File: config.mk
export PLATFORM = sky130hd
export DESIGN_NAME = bitmap_to_index_list
export DESIGN_NICKNAME = d
export VERILOG_FILES = /design/src/design/b2il_pkg.sv /design/src/design/bitmap_to_index_list.sv
export SDC_FILE = /design/constraint.sdc
export NUM_CORES = 1
export LEC_CHECK = 0
export ABC_AREA = 0
export BUFFER_PORTS_ARGS = -buffer_cell sky130_fd_sc_hd__buf_2
export CORE_ASPECT_RATIO = 0.8
export CORE_MARGIN = 1.5
export CORE_UTILIZATION = 35
export DETAILED_ROUTE_END_ITERATION = 8
export PLACE_DENSITY_LB_ADDON = 0.05
export SLEW_MARGIN = 5
export SYNTH_ARGS = -nofsm -noshare
export SYNTH_HDL_FRONTEND = slang
export SYNTH_SLANG_ARGS = --single-unit
File: constraint.sdc
create_clock -name clk -period 9.1 [get_ports clk]
set_clock_uncertainty 0.1 [all_clocks]
set_input_delay 1.82 -clock clk [delete_from_list [all_inputs] [get_ports clk]]
set_output_delay 1.82 -clock clk [all_outputs]
set_load 0.1 [all_outputs]
File: src/design/b2il_pkg.sv
// ----------------------------------------------------------------------------
// b2il_pkg
// Shared types and constants for the bitmap to index list block.
// ----------------------------------------------------------------------------
package b2il_pkg;

    localparam int unsigned BYTE_SHIFT = 3;                 // bits per byte, log2
    localparam int unsigned BYTE_BITS  = 1 << BYTE_SHIFT;
    localparam int unsigned IDX_W      = 32;                // element index width
    localparam int unsigned POS_W      = IDX_W - BYTE_SHIFT; // byte position width
    localparam logic [BYTE_SHIFT-1:0] BIT_MAX = '1;          // last bit of a byte

    typedef enum logic [1:0] {
        ST_IDLE,
        ST_SCAN,
        ST_CLOSE
    } state_t;

endpackage

File: src/design/bitmap_to_index_list.sv
// ----------------------------------------------------------------------------
// bitmap_to_index_list
// Turns a selection bitmap, one byte per item, into an ascending list of
// selected element positions followed by a closing item with the total.
// ----------------------------------------------------------------------------
//
//  channel | dir | handshake              | payload
//  --------+-----+------------------------+------------------------------------
//  s_*     | in  | s_tvalid / s_tready    | s_tdata[7:0] = sel_byte
//  m_*     | out | m_tvalid / m_tready    | m_tdata = element_index, selected_total
//          |     |                        | m_tuser = is_done, m_tlast = run_last
//  cfg_*   | in  | cfg_valid / cfg_ready  | cfg_data = element_count
//
//  Sequence: an input item is taken in ST_IDLE, then a sequencer walks its
//  eight bits, one per cycle while the output slot is free, through a single
//  range compare against element_count, skipped when element_count is zero.
//  The final byte adds the closing item in ST_CLOSE. No new item is taken
//  until ST_IDLE again. Stalls: one output register; the bit walk holds
//  while it is full and not being taken.
//  Reset: asynchronous, clears counters, element_count and the output valid.
//  cfg_ready is always high; writes are expected only while idle.
//
module bitmap_to_index_list
(
    input  logic        clk,
    input  logic        rst_n,

    input  logic        s_tvalid,
    output logic        s_tready,
    input  logic [7:0]  s_tdata,     // [7:0] sel_byte

    output logic        m_tvalid,
    input  logic        m_tready,
    output logic [63:0] m_tdata,     // [31:0] element_index, [63:32] selected_total
    output logic        m_tuser,     // [0] is_done
    output logic        m_tlast,     // run_last

    input  logic        cfg_valid,
    output logic        cfg_ready,
    input  logic [31:0] cfg_data     // element_count
);

    localparam int unsigned IW = b2il_pkg::IDX_W;
    localparam int unsigned PW = b2il_pkg::POS_W;
    localparam int unsigned SW = b2il_pkg::BYTE_SHIFT;
    localparam int unsigned BB = b2il_pkg::BYTE_BITS;

    // control state
    b2il_pkg::state_t state_reg, state_next;
    logic [SW-1:0]    k_reg, k_next;           // bit under test
    logic             final_reg, final_next;   // current byte closes the bitmap
    logic [PW-1:0]    pos_reg, pos_next;       // next expected byte
    logic [IW-1:0]    count_reg, count_next;   // selected so far
    logic [IW-1:0]    ec_reg, ec_next;         // element_count
    logic             out_valid_reg, out_valid_next;

    // payload
    logic [BB-1:0]    bits_reg, bits_next;
    logic [PW-1:0]    base_reg, base_next;     // byte position of current byte
    logic [IW-1:0]    out_index_reg, out_index_next;
    logic [IW-1:0]    out_total_reg, out_total_next;
    logic             out_done_reg, out_done_next;
    logic             out_last_reg, out_last_next;

    // datapath
    logic             slot_free;
    logic [IW-1:0]    ec_minus;
    logic [PW-1:0]    last_byte;
    logic             accept_final;
    logic [IW-1:0]    scan_pos;
    logic             hit;
    logic [BB-1:0]    higher_bits;
    logic [IW-1:0]    count_inc;

    assign slot_free   = !out_valid_reg || m_tready;
    assign ec_minus    = ec_reg - IW'(1);
    assign last_byte   = ec_minus[IW-1:SW];
    assign accept_final = (ec_reg == '0) || (pos_reg >= last_byte);

    // the one shared compare: is the bit under test inside the bitmap
    assign scan_pos    = {base_reg, k_reg};
    assign hit         = bits_reg[k_reg] && (scan_pos < ec_reg);
    // set bits above the one under test; on a non-final byte all are in range
    assign higher_bits = (bits_reg >> k_reg) >> 1;
    assign count_inc   = count_reg + IW'(1);

    always_comb
    begin
        state_next     = state_reg;
        k_next         = k_reg;
        final_next     = final_reg;
        pos_next       = pos_reg;
        count_next     = count_reg;
        ec_next        = ec_reg;
        bits_next      = bits_reg;
        base_next      = base_reg;
        out_index_next = out_index_reg;
        out_total_next = out_total_reg;
        out_done_next  = out_done_reg;
        out_last_next  = out_last_reg;
        out_valid_next = m_tready ? 1'b0 : out_valid_reg;

        if (cfg_valid)
        begin
            ec_next = cfg_data;
        end

        unique case (state_reg)
            b2il_pkg::ST_IDLE:
            begin
                if (s_tvalid)
                begin
                    bits_next  = s_tdata;
                    base_next  = pos_reg;
                    k_next     = '0;
                    final_next = accept_final;
                    pos_next   = accept_final ? pos_reg : pos_reg + PW'(1);
                    state_next = (ec_reg == '0) ? b2il_pkg::ST_CLOSE : b2il_pkg::ST_SCAN;
                end
            end

            b2il_pkg::ST_SCAN:
            begin
                if (slot_free)
                begin
                    if (hit)
                    begin
                        out_valid_next = 1'b1;
                        out_index_next = scan_pos;
                        out_total_next = count_inc;
                        out_done_next  = 1'b0;
                        out_last_next  = !final_reg && (higher_bits == '0);
                        count_next     = count_inc;
                    end
                    k_next = k_reg + SW'(1);
                    if (k_reg == b2il_pkg::BIT_MAX)
                    begin
                        state_next = final_reg ? b2il_pkg::ST_CLOSE : b2il_pkg::ST_IDLE;
                    end
                end
            end

            b2il_pkg::ST_CLOSE:
            begin
                if (slot_free)
                begin
                    out_valid_next = 1'b1;
                    out_index_next = '0;
                    out_total_next = count_reg;
                    out_done_next  = 1'b1;
                    out_last_next  = 1'b1;
                    count_next     = '0;
                    pos_next       = '0;
                    state_next     = b2il_pkg::ST_IDLE;
                end
            end

            default:
            begin
                state_next = b2il_pkg::ST_IDLE;
            end
        endcase
    end

    always_ff @(posedge clk or negedge rst_n)
    begin
        if (!rst_n)
        begin
            state_reg     <= b2il_pkg::ST_IDLE;
            k_reg         <= '0;
            final_reg     <= 1'b0;
            pos_reg       <= '0;
            count_reg     <= '0;
            ec_reg        <= '0;
            out_valid_reg <= 1'b0;
        end
        else
        begin
            state_reg     <= state_next;
            k_reg         <= k_next;
            final_reg     <= final_next;
            pos_reg       <= pos_next;
            count_reg     <= count_next;
            ec_reg        <= ec_next;
            out_valid_reg <= out_valid_next;
        end
    end

    always_ff @(posedge clk)
    begin
        bits_reg      <= bits_next;
        base_reg      <= base_next;
        out_index_reg <= out_index_next;
        out_total_reg <= out_total_next;
        out_done_reg  <= out_done_next;
        out_last_reg  <= out_last_next;
    end

    assign s_tready  = (state_reg == b2il_pkg::ST_IDLE);
    assign cfg_ready = 1'b1;
    assign m_tvalid  = out_valid_reg;
    assign m_tdata   = {out_total_reg, out_index_reg};
    assign m_tuser   = out_done_reg;
    assign m_tlast   = out_last_reg;

endmodule

=== Yosys cells after proc, flatten, opt, wreduce, memory -nomap -nowiden ===
Index checks and enable logic that the tools add are counted.

* $add $sub $neg: 4
* Multiply operators: 0
* Divide/modulo/power cells: 0
* Order comparisons: 3
* Eq/ne operators: 9
* Shift operators: 1
* Muxes and demuxes: 37
* Bitwise operators: 0
* Reduce and logical (&&, ||, !) cells: 17

{| class="wikitable"
|+ Operator list
! kind !! number
|-
| $mux W32 || 6
|-
| $pmux W32 S2 || 3
|-
| $mux W29 || 3
|-
| $pmux W29 S2 || 1
|-
| $add A32 B1 Y32 const B || 1
|-
| $logic_not A32 Y1 || 1
|-
| $lt A32 B32 Y1 || 1
|-
| $sub A32 B1 Y32 const B || 1
|-
| $add A29 B1 Y29 const B || 1
|-
| $ge A29 B29 Y1 || 1
|-
| $mux W2 || 6
|-
| $ne A2 B2 Y1 const B || 6
|-
| $reduce_and A4 Y1 || 3
|-
| $mux W1 || 10
|-
| $logic_not A8 Y1 || 1
|-
| $shr A8 B3 Y8 || 1
|-
| $mux W3 || 2
|-
| $pmux W1 S2 || 3
|-
| $pmux W2 S3 || 1
|-
| $pmux W3 S2 || 1
|-
| $reduce_bool A2 Y1 || 3
|-
| $lt A3 B4 Y1 const B || 1
|-
| $add A3 B1 Y3 const B || 1
|-
| $bmux W1 S3 || 1
|-
| 9 further kinds || 12
|}

* Register bits after elaboration: 203
* Bits in latches: 0
* Bits in writable memories: 0
* Bits in read-only memories: 0
* Logic and storage cells: 84
* Memories: 0

=== Logic depth before layout (Yosys ltp) ===
Gate-level depths: netlist of the first run.

* Depth in word-level cells: 6
* Mapped depth: 18

=== Worst setup path after synthesis of the first run ===
No wires, ideal clock.

* Kind: input to register
* From: input port m_tready
* To: register count_reg[0]
* Arrival: 5.201 ns
* Setup slack: 3.671 ns
* Stages: 3
* Path buffers: 0
* Cell sequence: nor2b_1 -> nor2_1 -> mux2_2

* Longest elaborated chain between the ends: 3
* Elaborated cells between the ends (all ways): 4
* Those cells by class: eq/ne: 2; reduce/logical: 2

{| class="wikitable"
|+ Ends and longest elaborated chain
! what !! line !! text
|-
| start: declaration || bitmap_to_index_list.sv:33 || <nowiki>input logic m_tready,</nowiki>
|-
| $logic_or A1 B1 Y1 (*) || bitmap_to_index_list.sv:75 || <nowiki>assign slot_free = !out_valid_reg || m_tready;</nowiki>
|-
| $ne A2 B2 Y1 (no source line) || - ||
|-
| $reduce_and A4 Y1 (no source line) (*) || - ||
|-
| end signal: assignment || bitmap_to_index_list.sv:183 || <nowiki>count_reg <= count_next;</nowiki>
|-
| end: declaration || bitmap_to_index_list.sv:53 || <nowiki>logic [IW-1:0] count_reg, count_next;</nowiki>
|}

Mark *: on every way between the ends. The rest lies on a longest branch, timed or not.
A chain may end at the register's enable or synchronous reset.

=== Worst setup path in the final report of the first run ===
* From: register ec_reg[0]
* To: register pos_reg[25]

* Longest elaborated chain between the ends: 5
* Elaborated cells between the ends (all ways): 6
* Those cells by class: add/sub: 1; order compare: 1; eq/ne: 1; reduce/logical: 3

{| class="wikitable"
|+ Ends and longest elaborated chain
! what !! line !! text
|-
| start: declaration || bitmap_to_index_list.sv:54 || <nowiki>logic [IW-1:0] ec_reg, ec_next;</nowiki>
|-
| start signal: assignment || bitmap_to_index_list.sv:184 || <nowiki>ec_reg <= ec_next;</nowiki>
|-
| $sub A32 B1 Y32 || bitmap_to_index_list.sv:76 || <nowiki>assign ec_minus = ec_reg - IW'(1);</nowiki>
|-
| $ge A29 B29 Y1 || bitmap_to_index_list.sv:78 || <nowiki>assign accept_final = (ec_reg == '0) || (pos_reg >= last_byte);</nowiki>
|-
| $logic_or A1 B1 Y1 (*) || bitmap_to_index_list.sv:78 ||
|-
| $ne A2 B2 Y1 (no source line) (*) || - ||
|-
| $reduce_and A4 Y1 (no source line) (*) || - ||
|-
| end signal: assignment || bitmap_to_index_list.sv:182 || <nowiki>pos_reg <= pos_next;</nowiki>
|-
| end: declaration || bitmap_to_index_list.sv:52 || <nowiki>logic [PW-1:0] pos_reg, pos_next;</nowiki>
|}

Marks and branches as above.

==> results_dict.tcl, run 1 <==
set metrics [dict create \
    ys.flop_type "edfxtp_1" \
    wirelength_um 28250 \
    maxCapViolCount 0 \
    slew_headroom_pct 23.48 \
    worstSetupStartpointType "register" \
    synth_edf_count 103 \
    synthMuxAreaShare_pct 1.114 \
    crit_arrival_ns 5.59 \
    synth_top_family_by_area "simple AND/OR/NAND/NOR gates" \
    cts_sinks 203 \
    ios 114 \
    cp_max_fo 17 \
    ctsHoldBuffers 0 \
    cts_root_buf "clkbuf_16" \
    first_pass_iters 5 \
    synth_area_um2 10780 \
    worstPathRequired_ns 9.42 \
    ant_nets 0 \
    initial_core_util_pct 35.56 \
    antenna_found_initial 0 \
    ys_async_sr_fraction_pct 49.26 \
    reg2reg_depth 17 \
    cts_tree "yes" \
    grt_pass1_wl_um 46000 \
    holdCritPathClass "reg -> reg" \
    synth_area_per_cell_um2 10.35 \
    worstHoldStart "count_reg[31]$_DFFE_PN0P_" \
    synth_xor_area_share_pct 3.900 \
    rr_startpoint "ec_reg[0]$_DFFE_PN0P_" \
    diodes 0 \
    synth-simple-area-share_pct 16.07 \
    endpoint_kind "register" \
    synth_cells 1041 \
    grt_pass1_vias 8071 \
    rows 57 \
    numCtsBuffers 24 \
    routabilityCongestion 0.7605 \
    synth-adder-area-share_pct 7.893 \
    finalHoldViolations 0 \
    status "finished, final reports clean" \
    wl_per_cell_um 18.02 \
    power_density_nw_per_um2 325.5 \
    grt_max_degree 83 \
    period_minus_slack_ns 5.277 \
    p_leak_uw 0.005237 \
    timing.fmax_mhz 189.5 \
    rsz0062_at_grt "false" \
    tightest_slew_ns 1.145 \
    areaGrowthSynthToFinish_pct 16.33 \
    ys_seq_area_share_pct 51.91 \
    hold_depth 1 \
    ys_seq_elements 203 \
    final_cell_mix "o21ai_0 (115), buf_2 (111), edfxtp_1 (103)" \
    cts_max_path_buffers 3 \
    tns_ns 0 \
    post_cts.repair.setup_buffers 0 \
    grt_usage_pct 18.36 \
    clk_latency_ns 0.53 \
    peakVddDrop_uv 216.9 \
    dp_hpwl_um 19110 \
    crit_path_start "ec_reg[0]$_DFFE_PN0P_" \
    power_uw 4082 \
    layout.nets 1250 \
    drive_gt1_share_pct 15.41 \
    avgViaCountPerCell 5.152 \
    ys_warn_count 0 \
    grt.overflow.total 0 \
    final_common_cell "o21ai_0" \
    vias 8078 \
    first_iter_violations 491 \
    finalCritPeriodShare_pct 57.98 \
    core-area_um2 30310 \
    dieArea_um2 31870 \
    synth_compound_area_share_pct 15.46 \
    report.final.slew_viol_count 0 \
    setup_viol 0 \
    synthesis.nets 1154 \
    ys_types 63 \
    fill_cells 2982 \
    io_buffer_count 112 \
    clk_pin_slew_worst_paths_ns 0.06 \
    hold_slack_ns 0.3994 \
    die_h_um 160.0 \
    h-tree-depth 1 \
    ctsResizeCount 0 \
    drc 0 \
    path_class "reg -> reg" \
    die_w_um 199.2 \
]
routing by layer:
layer  GRT usage (%)  share of wire, %  vias to the layer above
li1                -                 -                     4027
met1           30.17                55                     3867
met2           24.88                39                      153
met3           3.105               4.4                       31
met4           3.237               1.4                        0
met5               0                 0                        -
metrics by stage:
stage / std cells / worst slack, ns / cell area (µm²) / utilization, %
after floorplan: 1041 / 3.671 / 10780 / -
after global placement: 1524 / 3.851 / 11730 / 38.68
after detailed placement: 1524 / 3.742 / 11730 / 38.68
after CTS: 1568 / 3.730 / 12540 / 41.37
after global routing: 1568 / 3.258 / 12540 / 41.37
final: 1568 / 3.823 / 12540 / 41.37
cell families after synthesis:
logic type,count (synthesis)
compound gates,276
buf+inv,96
fa+ha+maj,68
simple gates,340
flops,203
other cells,1
xor+xnor,48
mux,9
worst paths after layout:
check                                                 end  slack [ns]
worst max-delay path              pos_reg[25]$_DFFE_PN0P_        3.82
worst min-delay path            count_reg[31]$_DFFE_PN0P_        0.40
worst max register to register    pos_reg[25]$_DFFE_PN0P_        3.82
worst min register to register  count_reg[31]$_DFFE_PN0P_        0.40
max in group asynchronous          ec_reg[23]$_DFFE_PN0P_        6.40
min in group asynchronous          ec_reg[31]$_DFFE_PN0P_        1.21
power breakdown:
part | total [µW] | internal (µW) | switching (µW)
logic | 1720 | 321 | 1400
registers | 1350 | 1240 | 117
clock network | 1010 | 616 | 394
total | 4080 | 2170 | 1910
critical path, stage by stage, from the launching register on:
cell       delay (ns)
dfrtp_1          0.41
or4_4            0.59
nor4_4           0.61
and3_1           0.31
nand2_1          0.11
nor2_2           0.15
nand2_1          0.12
nor3_2           0.18
xnor2_1          0.14
ha_1             0.26
nand4_1          0.14
nor3_1           0.07
a221oi_1         0.27
a21boi_0         0.20
a2111oi_4        0.33
buf_4            0.28
nand2_1          0.42
o41ai_1          0.47
cell usage after synthesis, drive strengths merged, types with 9 or more instances:
library cell / n / area [µm²]
nor3: 23 / 130.1
nand3: 49 / 250.2
o31ai: 41 / 307.8
edfxtp: 103 / 3093
nor2: 75 / 294.0
o21ai: 121 / 605.6
a21oi: 61 / 316.6
ha: 68 / 850.8
and3: 22 / 137.6
xnor2: 22 / 192.7
a31oi: 14 / 87.58
nand4: 21 / 131.4
a41oi: 9 / 78.83
dfrtp: 100 / 2502
inv: 44 / 165.2
clkbuf: 38 / 142.6
xor2: 26 / 227.7
nor4: 9 / 86.33
nand2: 84 / 315.3
nor2b: 37 / 231.5
buf: 13 / 78.82
area by class of cell:
class / count / area [µm²] / area share (%)
Timing Repair Buffer: 121 / 630.6 / 5.029
Tap cell: 413 / 516.7 / 4.121
Inverter: 45 / 168.9 / 1.347
Multi-Input combinational cell: 742 / 4813 / 38.39
Sequential cell: 203 / 5595 / 44.62
Clock buffer: 32 / 651.9 / 5.199
Clock inverter: 12 / 162.7 / 1.297
(Power assumes the default switching activity.)
==> inputs of run 2 (changes only) <==
--- a/config.mk
+++ b/config.mk
@@ -5,7 +5,7 @@
 export SDC_FILE = /design/constraint.sdc
 export NUM_CORES = 1
 export LEC_CHECK = 0
-export ABC_AREA = 0
+export ABC_AREA = 1
 export BUFFER_PORTS_ARGS = -buffer_cell sky130_fd_sc_hd__buf_2
 export CORE_ASPECT_RATIO = 0.8
 export CORE_MARGIN = 1.5
==> constraint.sdc (replaced) <==
create_clock -name clk -period 5.4 [get_ports clk]
set_clock_uncertainty 0.1 [all_clocks]
set_input_delay 1.08 -clock clk [delete_from_list [all_inputs] [get_ports clk]]
set_output_delay 1.08 -clock clk [all_outputs]
set_load 0.1 [all_outputs]
==> run 2 against run 1 <==
Compared with the run above: setup slack worse by 2.4 ns; design area is 4.9% higher; first-iteration DRC count is 38% higher; non-clock buffer count is 2 higher; via count is 17% higher; synthesized cell count is 31% higher; die area is 5.9% higher.
==> results_dict.tcl, run 2 <==
set metrics [dict create \
    instances_no_fill 1902 \
    timing.rr.end "pos_reg[13]$_DFFE_PN0P_" \
    synth_edf_count 103 \
    cp_max_fo 29 \
    rsz0062_at_grt "false" \
    ys_async_sr_fraction_pct 49.26 \
    setup.worst_path.end "pos_reg[13]$_DFFE_PN0P_" \
    crit_slowest_cell "nand2_2" \
    endpoint_kind "register" \
    ys_types 45 \
    clk_pin_slew_worst_paths_ns 0.06 \
    p_leak_uw 0.006153 \
    yosys.area.top_type "edfxtp_1" \
    die_h_um 164.6 \
    synth_area_per_cell_um2 8.404 \
    wl_met2_um 12680 \
    grt_max_degree 67 \
    drc 0 \
    first_pass_iters 5 \
    cts_sinks 203 \
    dp_hpwl_um 23210 \
    first_iter_violations 677 \
    avgViaCountPerCell 4.952 \
    power_density_nw_per_um2 426.8 \
    max_stage_delay_ns 0.45 \
    finalCritPeriodShare_pct 74.54 \
    post_cts.repair.setup_buffers 0 \
    worstSetupStartpointType "register" \
    multiInputGateArea_um2 5069 \
    synth_cells 1360 \
    ys.flop_type "edfxtp_1" \
    ys_seq_area_share_pct 48.95 \
    ios 114 \
    slew_headroom_pct 31.32 \
    highest-signal-layer "met4" \
    synth.area.top_cells "edfxtp_1 (27%), dfrtp_1 (22%), nand2_1 (11%)" \
    cp_cell_sequence "inv_1 -> nand4_1 -> nor2_1 -> nand2_4 -> nor3_1 -> nand2_1 -> nor3_1 -> nor2_1 -> ha_1 -> nand2_1 -> nor2_1 -> nand4_1 -> nor2_1 -> a21oi_1 -> nand3_1 -> nor2_1 -> nand2_2 -> nand2_2 -> nand2_2 -> nand2_1 -> nand2_1" \
    core-area_um2 31790 \
    synthDominantCellAreaShare_pct 27.06 \
    grt_usage_pct 19.53 \
    grt.overflow.total 0 \
    maxCapViolCount 0 \
    grt_pass1_wl_um 51170 \
    ctsHoldBuffers 0 \
    crit_path_start "ec_reg[14]$_DFFE_PN0P_" \
    routabilityCongestion 0.8444 \
    timing.fmax_mhz 248.4 \
    worstPathRequired_ns 5.76 \
    combPwrFrac_pct 33.9 \
    yosysMostFrequentCell "nand2_1" \
    netlist_top_cells_count "nand2_1 (320), nor2_1 (163), inv_1 (145)" \
    swShare_pct 42.18 \
    period_minus_slack_ns 4.025 \
    path_class "reg -> reg" \
    drive_gt1_share_pct 11.94 \
    peakVddDrop_uv 255.0 \
    rows 58 \
    cts_max_path_buffers 3 \
    tns_ns 0 \
    io_buffer_count 112 \
    hold_slack_ns 0.3895 \
    synthesis.nets 1473 \
    h-tree-depth 1 \
    vias 9419 \
    cts_root_buf "clkbuf_16" \
    ctsResizeCount 0 \
    rr_startpoint "ec_reg[14]$_DFFE_PN0P_" \
    p_switching_uw 2369 \
    internal_power_uw 3247 \
    crit_arrival_ns 4.39 \
    cp.depth 21 \
    fill_cells 3318 \
    setup_viol 0 \
    ys_warn_count 0 \
    crit_buf_inv 1 \
    wl_met3_um 1579 \
    reg2reg_depth 21 \
    numCtsBuffers 24 \
    clk_latency_ns 0.53 \
    report.final.slew_viol_count 0 \
    antenna_found_initial 0 \
    tightest_slew_ns 1.030 \
    regArea_um2 5595 \
    areaGrowthSynthToFinish_pct 15.12 \
    path_common_cell "nor2_1" \
    status "finished, final reports clean" \
    setup_slack_ns 1.375 \
    ys_seq_elements 203 \
    grt_pass1_vias 8936 \
    initial_core_util_pct 35.96 \
    reg2reg_slack_ns 1.37 \
    dp.cells 1858 \
    synth_area_um2 11430 \
    dieArea_um2 33760 \
    clkPwrFrac_pct 28.7 \
    final_common_cell "nand2_1" \
    pre_cts_slack_ns 1.395 \
    seq_power_share_pct 37.4 \
    finalHoldViolations 0 \
    die_w_um 205.0 \
    cts_tree "yes" \
    wl_per_cell_um 17.02 \
    layout.nets 1577 \
    holdCritPathClass "reg -> reg" \
    diodes 0 \
    wirelength_um 32370 \
    met1Wirelength_um 17750 \
    ant_nets 0 \
    final_cell_mix "nand2_1 (320), nor2_1 (163), inv_1 (144)" \
    critPathTopFamily "simple AND/OR/NAND/NOR gates" \
]
-- run 2: cell types whose count changed after synthesis, moves of 9 or more --
cell / change
a41oi_1: -9
nor2b_1: -37
xnor2_1: -14
o31ai_1: -41
nor2_1: +91
o21ai_0: -25
nor3_1: +16
and3_1: -21
inv_1: +101
clkbuf_1: -9
nand3_1: +57
nand2_1: +236
-- run 2: per-layer routing --
metal | up-vias | global-route usage, %
met3 | 25 | 2.703
met2 | 207 | 27.36
met1 | 4443 | 31.73
li1 | 4744 | -
met4 | 0 | 3.019
met5 | - | 0
-- run 2: per-stage QoR --
stage          utilization, %  power (µW)  cell area, µm²
2_1_floorplan               -        3607           11430
3_3_place_gp            39.01        4044           12400
3_5_place_dp            39.01        4053           12400
4_1_cts                 41.40        5686           13160
5_1_grt                 41.40        5911           13160
6_report                41.40        5615           13160
-- run 2: worst min-delay path: stages (launching register included) --
cell and delay, ns:
dfrtp_1 0.35, nand2_1 0.06, nand2_1 0.05
-- run 2: area by class of cell --
class / instances / share of cell area (%)
timing repair buffer: 123 / 4.907
clock buffer: 38 / 5.202
tap: 420 / 3.994
inverter: 150 / 4.279
multi-input combinational: 962 / 38.52
sequential: 203 / 42.53
clock inverter: 6 / 0.5706
-- run 2: kinds of logic (layout without fill, tap and decap cells) --
family	count (synthesis)	count (layout)	synth area share, %
compound gates	173	173	8.177
xor+xnor	39	39	2.989
flops	203	203	48.95
fa+ha+maj	68	68	7.444
other cells	1	1	0.03281
simple gates	681	681	25.56
buf+inv	195	317	6.842
-- run 2: worst min path at each step --
stage | from | end | slack, ns | cells past startpoint
after floorplan | count_reg[3]$_DFFE_PN0P_ | count_reg[3]$_DFFE_PN0P_ | 0.34 | 2
after global placement | count_reg[3]$_DFFE_PN0P_ | count_reg[3]$_DFFE_PN0P_ | 0.37 | 2
after detailed placement | count_reg[3]$_DFFE_PN0P_ | count_reg[3]$_DFFE_PN0P_ | 0.37 | 2
after CTS | count_reg[3]$_DFFE_PN0P_ | count_reg[3]$_DFFE_PN0P_ | 0.39 | 2
after global routing | count_reg[3]$_DFFE_PN0P_ | count_reg[3]$_DFFE_PN0P_ | 0.42 | 2
final | count_reg[3]$_DFFE_PN0P_ | count_reg[3]$_DFFE_PN0P_ | 0.39 | 2
-- run 2: power groups by stage --
stage | combinational, µW | sequential [µW] | clock, µW
after global placement | 1910 | 2140 | 0
after CTS | 1920 | 2110 | 1660
after detailed placement | 1920 | 2130 | 0
after floorplan | 732 | 2870 | 0
final | 1900 | 2100 | 1610
after global routing | 2070 | 2130 | 1710
